### config.mk
export PLATFORM = sky130hd
export DESIGN_NAME = pce_ctrl
export DESIGN_NICKNAME = d
export VERILOG_FILES = /design/src/design/pce_pkg.sv /design/src/design/pce_ctrl.sv
export SDC_FILE = /design/constraint.sdc
export NUM_CORES = 1
export LEC_CHECK = 0
export BUFFER_PORTS_ARGS = -buffer_cell sky130_fd_sc_hd__buf_2
export CAP_MARGIN = 20
export CORE_MARGIN = 3
export CORE_UTILIZATION = 50
export DETAILED_ROUTE_END_ITERATION = 16
export GPL_TIMING_DRIVEN = 0
export PLACE_DENSITY = 0.78
export SLEW_MARGIN = 20
export SYNTH_ARGS = -nofsm -noshare
export SYNTH_HDL_FRONTEND = slang
export SYNTH_SLANG_ARGS = --single-unit
### constraint.sdc
create_clock -name clk -period 2.1 [get_ports clk]
set_clock_uncertainty 0.1 [all_clocks]
set_input_delay 0.105 -clock clk [delete_from_list [all_inputs] [get_ports clk]]
set_output_delay 0.105 -clock clk [all_outputs]
set_load 0.01 [all_outputs]
### src/design/pce_pkg.sv
// Shared constants, codes and types of the correlation engine.
// Used by the interfaces, the controller, the datapath and the top level.
package pce_pkg;

    localparam int SAMPLE_BITS = 16;
    localparam int MAX_SAMPLES = 4096;
    localparam int FRAC_BITS   = 16;
    localparam int RES_W       = 48;
    localparam int STATUS_W    = 2;
    localparam int MODE_W      = 2;

    localparam int CNT_W   = $clog2(MAX_SAMPLES + 1);
    localparam int SUM_W   = SAMPLE_BITS + CNT_W;
    localparam int SQ_W    = 2 * SAMPLE_BITS + CNT_W - 1;
    localparam int XY_W    = SQ_W + 1;
    localparam int CEN_W   = CNT_W + XY_W + 1;
    localparam int MUL_W   = CEN_W;
    localparam int PRD_W   = 2 * MUL_W;
    localparam int NN_W    = 2 * CNT_W;
    localparam int DD_W    = CEN_W + FRAC_BITS + 2;
    localparam int DS_W    = NN_W + 1;
    localparam int SQ_STEPS = FRAC_BITS + 1;
    localparam int SQC_W   = $clog2(SQ_STEPS + 1);
    localparam int E_W     = PRD_W + 2 * FRAC_BITS + 5;

    localparam logic [MODE_W-1:0] MODE_VAR  = 2'd0;
    localparam logic [MODE_W-1:0] MODE_COV  = 2'd1;
    localparam logic [MODE_W-1:0] MODE_CORR = 2'd2;

    typedef enum logic [STATUS_W-1:0] {
        ST_VALID    = 2'd0,
        ST_ZERO_VAR = 2'd1,
        ST_OVERFLOW = 2'd2
    } status_t;

    typedef enum logic [3:0] {
        J_NSXX, J_SXSX, J_NSXY, J_SXSY, J_NSYY, J_SYSY, J_NN, J_VV, J_CC
    } job_t;

    typedef enum logic [3:0] {
        S_IDLE, S_DECIDE, S_MUL, S_MWAIT, S_ZCHK, S_DIV, S_DWAIT,
        S_SQINIT, S_SQ, S_OUT
    } state_t;

    typedef struct packed {
        logic          acc_en;
        logic          clear;
        logic          mul_start;
        job_t          job;
        logic          div_start;
        logic          sq_init;
        logic          sq_step;
        logic          out_load;
        status_t       status;
    } cmd_t;

    typedef struct packed {
        logic ovf;
        logic mul_done;
        logic div_done;
        logic var_zero;
        logic sq_done;
    } sts_t;

endpackage

### src/design/pce_ctrl.sv
// Controller: sequences accumulation, the product jobs, divide, root search and output.
// Depends on pce_pkg for state, job, command and status types.
module pce_ctrl (
    input  logic                          clk,
    input  logic                          rst_n,
    input  logic [pce_pkg::MODE_W-1:0]    mode,
    input  logic                          in_valid,
    input  logic                          in_last,
    output logic                          in_ready,
    output logic                          out_valid,
    input  logic                          out_ready,
    input  pce_pkg::sts_t                 sts,
    output pce_pkg::cmd_t                 cmd
);
    pce_pkg::state_t  state_reg, state_next;
    pce_pkg::job_t    job_reg, job_next;
    pce_pkg::status_t status_reg, status_next;
    logic             out_valid_reg, out_valid_next;
    logic             is_corr;
    logic             accept;
    logic             can_load;

    assign is_corr  = (mode != pce_pkg::MODE_VAR) && (mode != pce_pkg::MODE_COV);
    assign accept   = in_valid && (state_reg == pce_pkg::S_IDLE);
    assign can_load = !out_valid_reg || out_ready;

    // next state
    always_comb
    begin
        state_next  = state_reg;
        job_next    = job_reg;
        status_next = status_reg;
        unique case (state_reg)
            pce_pkg::S_IDLE:
            begin
                if (accept && in_last)
                begin
                    state_next = pce_pkg::S_DECIDE;
                end
            end
            pce_pkg::S_DECIDE:
            begin
                if (sts.ovf)
                begin
                    status_next = pce_pkg::ST_OVERFLOW;
                    state_next  = pce_pkg::S_OUT;
                end
                else
                begin
                    status_next = pce_pkg::ST_VALID;
                    job_next    = (mode == pce_pkg::MODE_VAR) ? pce_pkg::J_NSXX
                                                              : pce_pkg::J_NSXY;
                    state_next  = pce_pkg::S_MUL;
                end
            end
            pce_pkg::S_MUL:
            begin
                state_next = pce_pkg::S_MWAIT;
            end
            pce_pkg::S_MWAIT:
            begin
                if (sts.mul_done)
                begin
                    state_next = pce_pkg::S_MUL;
                    unique case (job_reg)
                        pce_pkg::J_NSXX: job_next = pce_pkg::J_SXSX;
                        pce_pkg::J_NSXY: job_next = pce_pkg::J_SXSY;
                        pce_pkg::J_NSYY: job_next = pce_pkg::J_SYSY;
                        pce_pkg::J_SXSX:
                            job_next = is_corr ? pce_pkg::J_NSYY : pce_pkg::J_NN;
                        pce_pkg::J_SXSY:
                            job_next = is_corr ? pce_pkg::J_NSXX : pce_pkg::J_NN;
                        pce_pkg::J_SYSY: state_next = pce_pkg::S_ZCHK;
                        pce_pkg::J_NN:   state_next = pce_pkg::S_DIV;
                        pce_pkg::J_VV:   job_next   = pce_pkg::J_CC;
                        pce_pkg::J_CC:   state_next = pce_pkg::S_SQINIT;
                        default:         state_next = pce_pkg::S_IDLE;
                    endcase
                end
            end
            pce_pkg::S_ZCHK:
            begin
                if (sts.var_zero)
                begin
                    status_next = pce_pkg::ST_ZERO_VAR;
                    state_next  = pce_pkg::S_OUT;
                end
                else
                begin
                    job_next   = pce_pkg::J_VV;
                    state_next = pce_pkg::S_MUL;
                end
            end
            pce_pkg::S_DIV:    state_next = pce_pkg::S_DWAIT;
            pce_pkg::S_DWAIT:
            begin
                if (sts.div_done)
                begin
                    state_next = pce_pkg::S_OUT;
                end
            end
            pce_pkg::S_SQINIT: state_next = pce_pkg::S_SQ;
            pce_pkg::S_SQ:
            begin
                if (sts.sq_done)
                begin
                    state_next = pce_pkg::S_OUT;
                end
            end
            pce_pkg::S_OUT:
            begin
                if (can_load)
                begin
                    state_next = pce_pkg::S_IDLE;
                end
            end
            default: state_next = pce_pkg::S_IDLE;
        endcase
    end

    // outputs
    always_comb
    begin
        cmd            = '0;
        cmd.job        = job_reg;
        cmd.status     = status_reg;
        cmd.acc_en     = accept;
        out_valid_next = out_valid_reg && !out_ready;
        unique case (state_reg)
            pce_pkg::S_MUL:    cmd.mul_start = 1'b1;
            pce_pkg::S_DIV:    cmd.div_start = 1'b1;
            pce_pkg::S_SQINIT: cmd.sq_init   = 1'b1;
            pce_pkg::S_SQ:     cmd.sq_step   = 1'b1;
            pce_pkg::S_OUT:
            begin
                if (can_load)
                begin
                    cmd.out_load   = 1'b1;
                    cmd.clear      = 1'b1;
                    out_valid_next = 1'b1;
                end
            end
            default: ;
        endcase
    end

    always_ff @(posedge clk or negedge rst_n)
    begin
        if (!rst_n)
        begin
            state_reg     <= pce_pkg::S_IDLE;
            job_reg       <= pce_pkg::J_NSXX;
            status_reg    <= pce_pkg::ST_VALID;
            out_valid_reg <= 1'b0;
        end
        else
        begin
            state_reg     <= state_next;
            job_reg       <= job_next;
            status_reg    <= status_next;
            out_valid_reg <= out_valid_next;
        end
    end

    assign in_ready  = (state_reg == pce_pkg::S_IDLE);
    assign out_valid = out_valid_reg;
endmodule

# Word level (Yosys, flattened, before mapping)
# Index checks and enable logic that the tools add are counted.
op_classes:
  add_sub_neg: 0
  multipliers: 0
  n_div: 0
  n_lt_le_gt_ge: 0
  eq_ne: 27
  n_shift: 0
  muxes: 28
  bitwise_logic: 0
  reduce_logical: 17
op_table:
  columns: ["op", "count"]
  rows:
  - ["4-bit two-way mux", 10]
  - ["4-bit case mux with 10 select lines", 1]
  - ["4-bit by 3-bit == test with 1-bit output, second input constant", 8]
  - ["4-bit case mux with 6 select lines", 1]
  - ["4-bit by 2-bit == test with 1-bit output, second input constant", 4]
  - ["2-bit inequality test, second input constant", 7]
  - ["4-bit == test, second input constant", 3]
  - ["3-bit case mux with 4 select lines", 1]
  - ["4-bit case mux with 3 select lines", 1]
  - ["5-bit AND reduction", 2]
  - ["4-bit by 1-bit == test with 1-bit output, second input constant", 2]
  - ["4-bit zero test", 2]
  - ["1-bit two-way mux", 8]
  - ["2-bit two-way mux", 4]
  - ["7-bit inequality test, second input constant", 1]
  - ["6-bit OR reduction", 1]
  - ["1-bit logical AND", 4]
  - ["2-bit by 1-bit inequality test with 1-bit output, second input constant", 2]
  - ["2-bit case mux with 2 select lines", 1]
  - ["2-bit nonzero test", 2]
  - ["3-bit two-way mux", 1]
  - ["3-bit nonzero test", 1]
  - ["1-bit zero test", 2]
  - ["2-bit zero test", 1]
  - ["other kinds (2)", 2]
totals:
  ff_bits: 11
  latch_bits: 0
  ram_bits: 0
  mem_bits_ro: 0
  input_bits: 12
  out_inout_bits: 15
  elab_cells: 76
  n_memories: 0

# Logic depth before layout (Yosys ltp)
depth:
  depth_word: 6
  ltp_mapped: 6
  mapped_depth_nobuf: 4

# Least setup slack after synthesis
# No wires, ideal clock.
synth_timing:
  path_type: "reg2reg"
  start: "register job_reg[1]"
  end: "register job_reg[0]"
  setup_time_ns: 0.125
  arrival_time_ns: 1.667
  slack_ns: 0.208
  path_stages_with_launch: 6
  path_buffers: 1
  synth_period_minus_slack_ns: 1.892
  cell_sequence: "dfrtp_1 > buf_4 > xor2_1 > a2111oi_2 > o221a_2 > mux2_2"
synth_via:
  elab_chain_cells: 4
synth_lines:
  columns: ["item", "line", "source"]
  rows:
  - ["from (decl)", "pce_ctrl.sv:16", "pce_pkg::job_t job_reg, job_next;"]
  - ["from (signal assigned)", "pce_ctrl.sv:152", "job_reg <= pce_pkg::J_NSXX;"]
  - ["from (signal assigned)", "pce_ctrl.sv:159", "job_reg <= job_next;"]
  - ["4-bit by 3-bit == test with 1-bit output, or another cell as far along", "pce_ctrl.sv:65", "unique case (job_reg)"]
  - ["4-bit case mux with 6 select lines", "pce_ctrl.sv:65", null]
  - ["4-bit two-way mux", "pce_ctrl.sv:62", "if (sts.mul_done)"]
  - ["4-bit case mux with 3 select lines", "pce_ctrl.sv:33", "unique case (state_reg)"]
# Several ways; a longest one is shown, not always the timed one. The select of a mux whose other input is x is not followed.
# A chain may end at the register's enable or synchronous reset.

# Final worst setup path
layout_timing:
  start: "register state_reg[2]"
  end: "output cmd[12] (netlist name)"
layout_via:
  elab_chain_cells: 2
layout_lines:
  columns: ["item", "line", "source"]
  rows:
  - ["from (decl)", "pce_ctrl.sv:15", "pce_pkg::state_t state_reg, state_next;"]
  - ["from (signal assigned)", "pce_ctrl.sv:151", "state_reg <= pce_pkg::S_IDLE;"]
  - ["from (signal assigned)", "pce_ctrl.sv:158", "state_reg <= state_next;"]
  - ["4-bit zero test", "pce_ctrl.sv:24", "assign accept = in_valid && (state_reg == pce_pkg::S_IDLE);"]
  - ["1-bit logical AND", "pce_ctrl.sv:24", null]
  - ["to (decl)", "pce_ctrl.sv:13", "output pce_pkg::cmd_t cmd"]
# Every way passes these cells.

==> impl_results.md <==
- Outcome: finished, final reports clean
- Post-Place Cell Area: approximately 1100 sq um
- Fill cells: about 150
- Gr ovfl total: 0
- Initial antenna violation count: 0
- Wirelength per Cell: 12.9 microns
- CP dominant cell by count: buf_2
- Worst-margin pin slew: 0.531 ns
- Arr. time, crit path: 1.77 ns
- CP Cell Sequence: buf_2 > buf_2 > nor4_1 > and2_1 > buf_4 > buf_2
- Chip width: about 50 microns
- Internal: around 0.00076 W
- Register area: between 200 and 300 sq um
- HPWL Detailed: about 1600 microns
- Mean post-synth cell area: 8.19 sq um
- Chip height: 48.8 microns
- Net count, final: approximately 160
- Final Max Tran Viols: 0
- P&R area growth vs syn: 22.8%
- Core box area: between 1500 and 2000 sq um
- Sw power: ~0.00064 W
- H-tree levels: 1
- CP max stage delay: 0.38 ns
- Fmax achieved: around 500 MHz
- Post-synthesis mux area share: 6.00%
- Routed WL: roughly 2200 microns
- Most common cell after layout, fill and taps aside: buf_2
- Post-Synth Adder-Cell Area: 0%
- Register area share after synthesis: 30.0%
- Asr flop ratio synth: 100%
- Clock tree buffer depth: 2
- First-pass GRT wire length: around 3700 microns
- Reported max-cap violation count: 0
- Post-CTS setup buffers: 0
- Pwr per Cell Area: 1240 nW/um^2
- Synth Register Bits: 11
- Gpl congestion: between 0.8 and 0.9
- Worst Path Max Fanout: 10
- Row cnt: 14
- Slowest cell on the critical path: dfrtp_1
- Initial core utilization: ~57%
- Post-synth EDFFs: 0
- Hold crit path type: input pin to flip-flop
- Slew HR: between 60% and 70%
- WHS: 0.0146 ns
- Top Ports: 27
- Clock power frac: 10.9%
- Reg power frac: roughly 23%
- CTS tree: done
- Final instance area: 1130 sq um
- Worst-path clk slew: ~0.08 ns
- CP Data Required Time: roughly 1.9 ns
- Critical path class: flip-flop to primary output
- Post-route insts no fill: between 150 and 200
- Via density: between 5 and 6
- Synth Area in Compound Gates: a little over a fifth
- Hold Vio Cnt, Final: 0
- LEAKAGE: about 0.53 nW
- Die area: roughly 2400 sq um
- 1st-iter DRT viols: 30
- Post-Syn Instances: between 100 and 150
- GRT Util Overall: about 20%
- Setup TNS: 0 ns
- N_diodes: 0
- Combinational power share: approximately two thirds
- Port Buffers: 26
- Share of layout cells above drive strength 1: ~34%
- Switch share: between 40% and 50%
- Post-synthesis cell area: a little over 900 sq um
- Multi-input gate area: ~540 sq um
- Post-Synth XOR/XNOR Area: under 10%
- Num CTS Buffers: 3
- Post-synth cell types: 43
- Antenna viol nets, final: 0
- Placed Cells incl. Taps: 162
- Synth Area in Simple Gates: 29.1%
- Clock sinks: 11
- Final period util: between 90% and 100%
- Commonest cells after routing, fill and taps aside: buf_2 (31), a21oi_1 (11), dfrtp_1 (11)
- Vias: roughly 940
- Warnings, synthesis: 0
- Worst skew pair latency: ~0.27 ns
- Min Tclk post-route: about 2.0 ns
- Most used flip-flop cell after synthesis: dfrtp_1
- Tot Pwr: about 0.0014 W
- RSZ-0062 raised after global routing: false
- DRC: 0
- DRT Pass-1 Iters: 4
- Pin count of the biggest net entering global routing: 12
- Crit end category: primary output
- Syn_nets: approximately 120
- Vias in the first global route: between 800 and 900
- Root Driver: clkbuf_4
- Largest family of logic cells by synthesized area: simple AND/OR/NAND/NOR gates
- Setup-failing EPs final: 0
- Maximum VDD drop: ~0.73 mV
- Crit start category: flip-flop
==> Yosys cell counts (4+ instances only) <==
master,instances,area share (%)
dfrtp_1,11,30
inv_1,6,2.5
o21ai_0,5,2.7
mux2_2,4,4.9
nand2b_1,5,3.4
nor4_1,4,2.7
nor2_1,6,2.5
buf_2,5,2.7
a21oi_1,11,6.0
nand2_1,8,3.3
==> per-stage QoR <==
step                setup WS (ns)  utilization [%]
floorplan                   0.208                -
global placement            0.160             66.8
detailed placement          0.158             66.8
CTS                        0.0919             69.7
global route              0.00728             69.9
finish                      0.122             69.9
==> power by group through the flow <==
stage | logic [W] | registers, W | clock network [W]
2_1_floorplan | 0.000678 | 0.000339 | 0
3_3_place_gp | 0.000894 | 0.000318 | 0
3_5_place_dp | 0.000911 | 0.000324 | 0
4_1_cts | 0.000917 | 0.000319 | 0.000155
5_1_grt | 0.00101 | 0.000330 | 0.000165
6_report | 0.000921 | 0.000320 | 0.000153
==> critical path, delay by kind of cell, from the launching register on <==
family                 cells  cell delay [ns]
buffers and inverters      4             0.57
flip-flops                 1             0.38
AND/OR/NAND/NOR            2             0.54
==> logic make-up after synthesis <==
kind of cell,after synthesis
buffers and inverters,20
and+or+nand+nor,44
AOI/OAI and AO/OA,30
DFF,11
muxes,5
xor gates and xnor gates,2
==> layout make-up <==
| cell class | instances | share of cell area, % |
|---|---|---|
| flip-flops and latches | 11 | 24.4 |
| multi-input cells | 81 | 48.2 |
| repair buffers | 28 | 13.3 |
| well taps | 24 | 2.67 |
| inverters | 6 | 2.00 |
| clock buffers | 4 | 2.33 |
| plain buffers | 14 | 7.00 |
==> timing repair <==
item                                    4_1_cts  5_1_grt
endpoints found under the setup margin        0        1
endpoints found under the hold margin        12        0
resized for setup                             0        1
hold buffers                                  2        0
==> routing by layer <==
metal	track usage, %	part of all wire [%]	vias to the layer above
met3	2.14	5.9	4
met2	32.4	47	40
li1	-	-	471
met1	26.2	45	428
met4	7.11	1.5	0
met5	0	0	-
==> worst paths after layout <==
path / startpoint / endpoint / slack [ns] / depth (start not counted)
max in group asynchronous: rst_n / state_reg[1] / 1.55 / 2
hold reg to reg: status_reg[0] / status_reg[0] / 0.39 / 2
min in group asynchronous: rst_n / out_valid / 0.13 / 2
setup reg to reg: job_reg[0] / job_reg[3] / 0.15 / 5
setup / recovery: state_reg[2] / cmd[12] / 0.12 / 6
hold / removal: out_ready / out_valid / 0.01 / 3
(Power assumes the default switching activity.)
